## config.mk

```make
export PLATFORM = sky130hd
export DESIGN_NAME = tld_ctrl
export DESIGN_NICKNAME = d
export VERILOG_FILES = /design/src/rtl/tld_pkg.sv /design/src/rtl/tld_ctrl.sv
export SDC_FILE = /design/constraint.sdc
export NUM_CORES = 1
export LEC_CHECK = 0
export BUFFER_PORTS_ARGS = -buffer_cell sky130_fd_sc_hd__clkbuf_2
export CORE_AREA = 2 2 39 41
export CTS_CLUSTER_SIZE = 16
export DETAILED_ROUTE_END_ITERATION = 16
export DIE_AREA = 0 0 41 43
export GPL_TIMING_DRIVEN = 1
export SYNTH_ARGS = -nofsm -noshare
export SYNTH_HDL_FRONTEND = slang
export SYNTH_SLANG_ARGS = --single-unit
```

## constraint.sdc

```tcl
create_clock -name clk -period 1.9 [get_ports clk]
set_clock_uncertainty 0.15 [all_clocks]
set_input_delay 0.285 -clock clk [delete_from_list [all_inputs] [get_ports clk]]
set_output_delay 0.285 -clock clk [all_outputs]
set_load 0.005 [all_outputs]
```

## src/rtl/tld_pkg.sv

```systemverilog
// tld_pkg: shared constants and controller/datapath interface types
// for the lzw strip decoder; no dependencies
`timescale 1ns / 1ps
`default_nettype none
package tld_pkg;

  localparam int unsigned MaxCodeBits = 12;
  localparam int unsigned CodeW       = MaxCodeBits;
  localparam int unsigned TableSize   = 1 << MaxCodeBits;
  localparam int unsigned StackDepth  = 4096;
  localparam int unsigned StackAw     = $clog2(StackDepth);

  localparam logic [12:0] CODE_CLEAR = 13'd256;
  localparam logic [12:0] END_CODE   = 13'd257;
  localparam logic [12:0] FIRST_FREE = 13'd258;
  localparam logic [12:0] TABLE_LIM  = 13'(TableSize);
  localparam logic [12:0] STACK_LIM  = 13'(StackDepth);
  localparam logic [3:0]  MIN_WIDTH  = 4'd9;
  localparam logic [3:0]  MAX_WIDTH  = 4'(MaxCodeBits);
  localparam logic [4:0]  PUSH_ROOM  = 5'd16;

  localparam logic CMD_PUSH = 1'b0;
  localparam logic CMD_PULL = 1'b1;

  typedef struct packed {
    logic latch_item;
    logic do_push;
    logic do_decode;
    logic unwind_step;
    logic do_pop;
    logic load_out;
  } ctl_t;

  typedef struct packed {
    logic item_is_pull;
    logic can_decode;
    logic start_unwind;
    logic unwind_done;
    logic out_free;
  } sts_t;

endpackage
`default_nettype wire

```

## src/rtl/tld_ctrl.sv

```systemverilog
// tld_ctrl: sequencing state machine for the lzw decoder
// depends on tld_pkg; drives tld_datapath through ctl_t
`timescale 1ns / 1ps
`default_nettype none
module tld_ctrl (
  input  wire logic           clk,
  input  wire logic           rst_n,
  input  wire logic           in_valid,
  output logic                in_stall,
  input  wire tld_pkg::sts_t  sts,
  output tld_pkg::ctl_t       ctl
);

  localparam logic [2:0] S_IDLE   = 3'd0;
  localparam logic [2:0] S_EXEC   = 3'd1;
  localparam logic [2:0] S_UNWIND = 3'd2;
  localparam logic [2:0] S_POP    = 3'd3;
  localparam logic [2:0] S_RESP   = 3'd4;

  logic [2:0] state_r, state_nxt;

  always_comb begin
    state_nxt = state_r;
    ctl       = '0;
    case (state_r)
      S_IDLE: begin
        if (in_valid) begin
          ctl.latch_item = 1'b1;
          state_nxt      = S_EXEC;
        end
      end
      S_EXEC: begin
        if (!sts.item_is_pull) begin
          ctl.do_push = 1'b1;
          state_nxt   = S_RESP;
        end else if (sts.can_decode) begin
          ctl.do_decode = 1'b1;
          state_nxt     = sts.start_unwind ? S_UNWIND : S_POP;
        end else begin
          state_nxt = S_POP;
        end
      end
      S_UNWIND: begin
        ctl.unwind_step = 1'b1;
        if (sts.unwind_done) state_nxt = S_POP;
      end
      S_POP: begin
        ctl.do_pop = 1'b1;
        state_nxt  = S_RESP;
      end
      S_RESP: begin
        if (sts.out_free) begin
          ctl.load_out = 1'b1;
          state_nxt    = S_IDLE;
        end
      end
      default: state_nxt = S_IDLE;
    endcase
  end

  always_ff @(posedge clk) begin
    if (!rst_n) state_r <= S_IDLE;
    else        state_r <= state_nxt;
  end

  assign in_stall = (state_r != S_IDLE);

endmodule
`default_nettype wire

```

Word level (Yosys, flattened, before mapping) --
Cells that the tools add are included.
Storage, ports and cells: bits in registers 3, logic and storage cells 28
Cells by class: equality and inequality tests 7, multiplexer cells 17, reductions and logical operators 3
Operators with widths (count):
- case mux 3 bit (5 select lines) | 1
- 2-to-1 mux 3 bit | 4
- 2-to-1 mux 1 bit | 11
- equality test 3 x 2 -> 1 bit (second input constant) | 2
- inequality test 2 bit (second input constant) | 3
- equality test 3 x 1 -> 1 bit (second input constant) | 1
- equality test 3 bit (second input constant) | 1
- logical NOT 3 bit | 1
- AND reduction 3 bit | 1
- nonzero test 3 bit | 1
- 2-to-1 mux 2 bit | 1

Longest topological paths before layout --
depth after elaboration 4, mapped depth 4, gate-level depth less buffers 3

Worst setup path before layout --
Ideal clock, no wire load.
path kind reg2reg, from register state_r[0], to register state_r[2], data arrival time 1.132 ns, data required time 1.691 ns, slack 0.559 ns, cell stages (with the launch flop) 5, buffers on the path 1, period minus slack after synthesis 1.341 ns, cell sequence dfxtp_1 > buf_6 > or4b_1 > o21ai_1 > o311a_1
On the way: word-level cells in the longest chain between the ends 3, elaborated cells on any way between the ends 10, classes of those cells 7 x eq/ne; 1 x mux; 2 x reduce/logical
Ends and longest elaborated chain:
- from (decl) | line tld_ctrl.sv:20 | logic [2:0] state_r, state_nxt;
- from (signal assigned) | line tld_ctrl.sv:63 | else state_r <= state_nxt;
- equality test 3 x 2 -> 1 bit (tied with other cells) | line tld_ctrl.sv:25 | case (state_r)
- inequality test 2 bit (no line)
- AND reduction 3 bit (no line)
Parallel ways exist; a longest one is shown, timed or not. A chain may end at the register's enable or synchronous reset.

==> results.cfg <==
[finish]
largest_reg_flops = 3
antenna_cells = 0
fill_cells = 153
final_common_cell = clkbuf_2
fin_nets = 50
areaGrowthSynthToFinish_pct = 44.7
regArea_um2 = 60.1
drive_above_1_share_pct = 46.3
final_cell_mix = clkbuf_2 (14), nor2b_1 (3), clkbuf_4 (3), dfxtp_1 (3), and2_1 (2)
layoutNonFillerInstCount = 57
regMostFlops = state_r
reg_top3 = state_r: 3 flops
multiInputGateArea_um2 = 148

[drt]
via_count = 246
routedWlPerCell_um = 9.42
routed_via_density = 4.32
wirelength_um = 537
first_pass_iters = 2
initialDrtViolationCount = 2
ant_nets = 0
drcViolationCount = 0

[clock_network]
cts_buffer_depth = 2
cts.sinks = 3
cts_tree = built
clock-root-buffer = clkbuf_4
cts.clk_slew.worst_paths_ns = 0.04
ctsResizeCount = 0
holdBufCountCts = 0
cts_setup_buffers = 0
htree_levels = 1
insertion_delay_ns = 0.23
cts_buffers = 3

[global_routing]
grt_pass1_vias = 219
grt_overflow = 0
antenna_found_initial = 0
grt_max_degree = 11
grt_util_all_layers_pct = 7.44
grt_pass1_wl_um = 793

[synth]
seq_area_frac_synth_pct = 26.8
synth_top_area_cell = dfxtp_1
syn_area_um2 = 224
ys_ff_latch = 3
synth_top_area_share_pct = 26.8
syn_area_per_cell_um2 = 8.96
yosysWarningCount = 0
netlist_instances = 25
synth_area_leaders = dfxtp_1 (27%), nor2b_1 (8.4%), and2_1 (5.6%)
synth_nets = 33
synth_cell_type_count = 20

[sta]
fin_crit_ns = 1.66
hold_viol = 0
relSlewSlack_pct = 82.1
fin_crit_sh_pct = 87.4
whs_ns = 0.143
clock.fmax_mhz = 603
slew_violations = 0
rsz0062_at_grt = false
fin_setup_tns_ns = 0
tightest_slew_ns = 0.268
finalSetupViolations = 0

[setup_path]
cpMaxStageDelayCell = dfxtp_1
required_ns = 1.46
r2r_cells = 2
path_cells = or2b_1 > nor3_1 > clkbuf_2
cpPeakStageDelay_ns = 0.45
end_kind = primary output
crit_arrival_ns = 1.22
worstSetupPathType = register to primary output
critPathMaxFanout = 9
critPathLaunchType = register

[pwr]
p_leak_nw = 0.157
p_per_area_nw_per_um2 = 731
ir_worst_vdd_mv = 0.154

[place]
hpwlAfterDp_um = 423
dp.cells = 53
gp_congestion = 0.680
io_buffers = 14

[floorplan]
die_x_um = 41
die_h_um = 43
start_util_pct = 16.2
die-area_um2 = 1760
io_pins = 15
num_rows = 14
core_um2 = 1380

[run_status]
outcome = finished, final reports clean

[min_path]
min_path_type = primary input to register
hold_path_depth = 2

[run]
maxCapViolCount = 0
[synth_stat cells]
cell	instances
nor3b_1	1
dfxtp_1	3
buf_2	1
mux2i_1	1
nor2b_1	3
or2b_1	1
and3_1	1
mux2_2	1
nor4b_1	1
nor2_1	1
or3_1	1
o21ai_1	1
o311a_1	1
buf_6	1
a32oi_1	1
nand2_1	1
and4bb_2	1
and2_1	2
nor3_1	1
or4b_1	1
[critical path, delay by kind of cell, from the launching register on]
family                 cells  cell delay (ns)
DFF                        1             0.45
and+or+nand+nor            2             0.40
buffers and inverters      1             0.14
[path summary, 6_finish.rpt]
kind,start,end,slack (ns)
worst max-delay path,state_r[0]$_SDFFE_PN0P_,ctl[4],0.24
worst min-delay path,rst_n,state_r[2]$_SDFFE_PN0P_,0.14
worst max register to register,state_r[1]$_SDFFE_PN0P_,state_r[2]$_SDFFE_PN0P_,0.52
worst min register to register,state_r[2]$_SDFFE_PN0P_,state_r[1]$_SDFFE_PN0P_,0.44
[cell type report]
| type | instances | share of cell area [%] |
|---|---|---|
| Multi-Input combinational cell | 20 | 45.6 |
| Tap cell | 16 | 6.18 |
| Timing Repair Buffer | 14 | 21.6 |
| Clock buffer | 4 | 8.11 |
| Sequential cell | 3 | 18.5 |
[layer usage]
metal / routed length (um) / vias up / GRT usage (%)
met5: 0 / - / 0
met4: 15 / 0 / 10.0
met3: 28 / 2 / 3.14
met2: 264 / 9 / 10.0
met1: 228 / 111 / 6.80
li1: - / 124 / -
[kinds of logic (layout without fill, tap and decap cells)]
logic type | Yosys count | in the layout | share of synthesized area (%)
compound gates | 3 | 3 | 10.6
simple gates | 15 | 15 | 45.8
mux | 2 | 2 | 9.50
flops | 3 | 3 | 26.8
buf+inv | 2 | 18 | 7.26
[power by group]
| part | switching [mW] | internal [mW] | leakage, nW |
|---|---|---|---|
| sequential | 0.00878 | 0.0677 | 0.0246 |
| clock | 0.0354 | 0.0789 | 0.0150 |
| combinational | 0.0187 | 0.0273 | 0.118 |
| total | 0.0629 | 0.174 | 0.157 |
[through the flow]
step                total power [mW]  utilization, %  setup WS, ns  cell area [um2]
floorplan                      0.107               -         0.559              224
global placement               0.125            21.5         0.465              298
detailed placement             0.125            21.5         0.472              298
CTS                            0.242            23.4         0.219              324
global route                   0.249            23.4         0.130              324
finish                         0.237            23.4         0.240              324
Power figures use the tool's default switching activity.
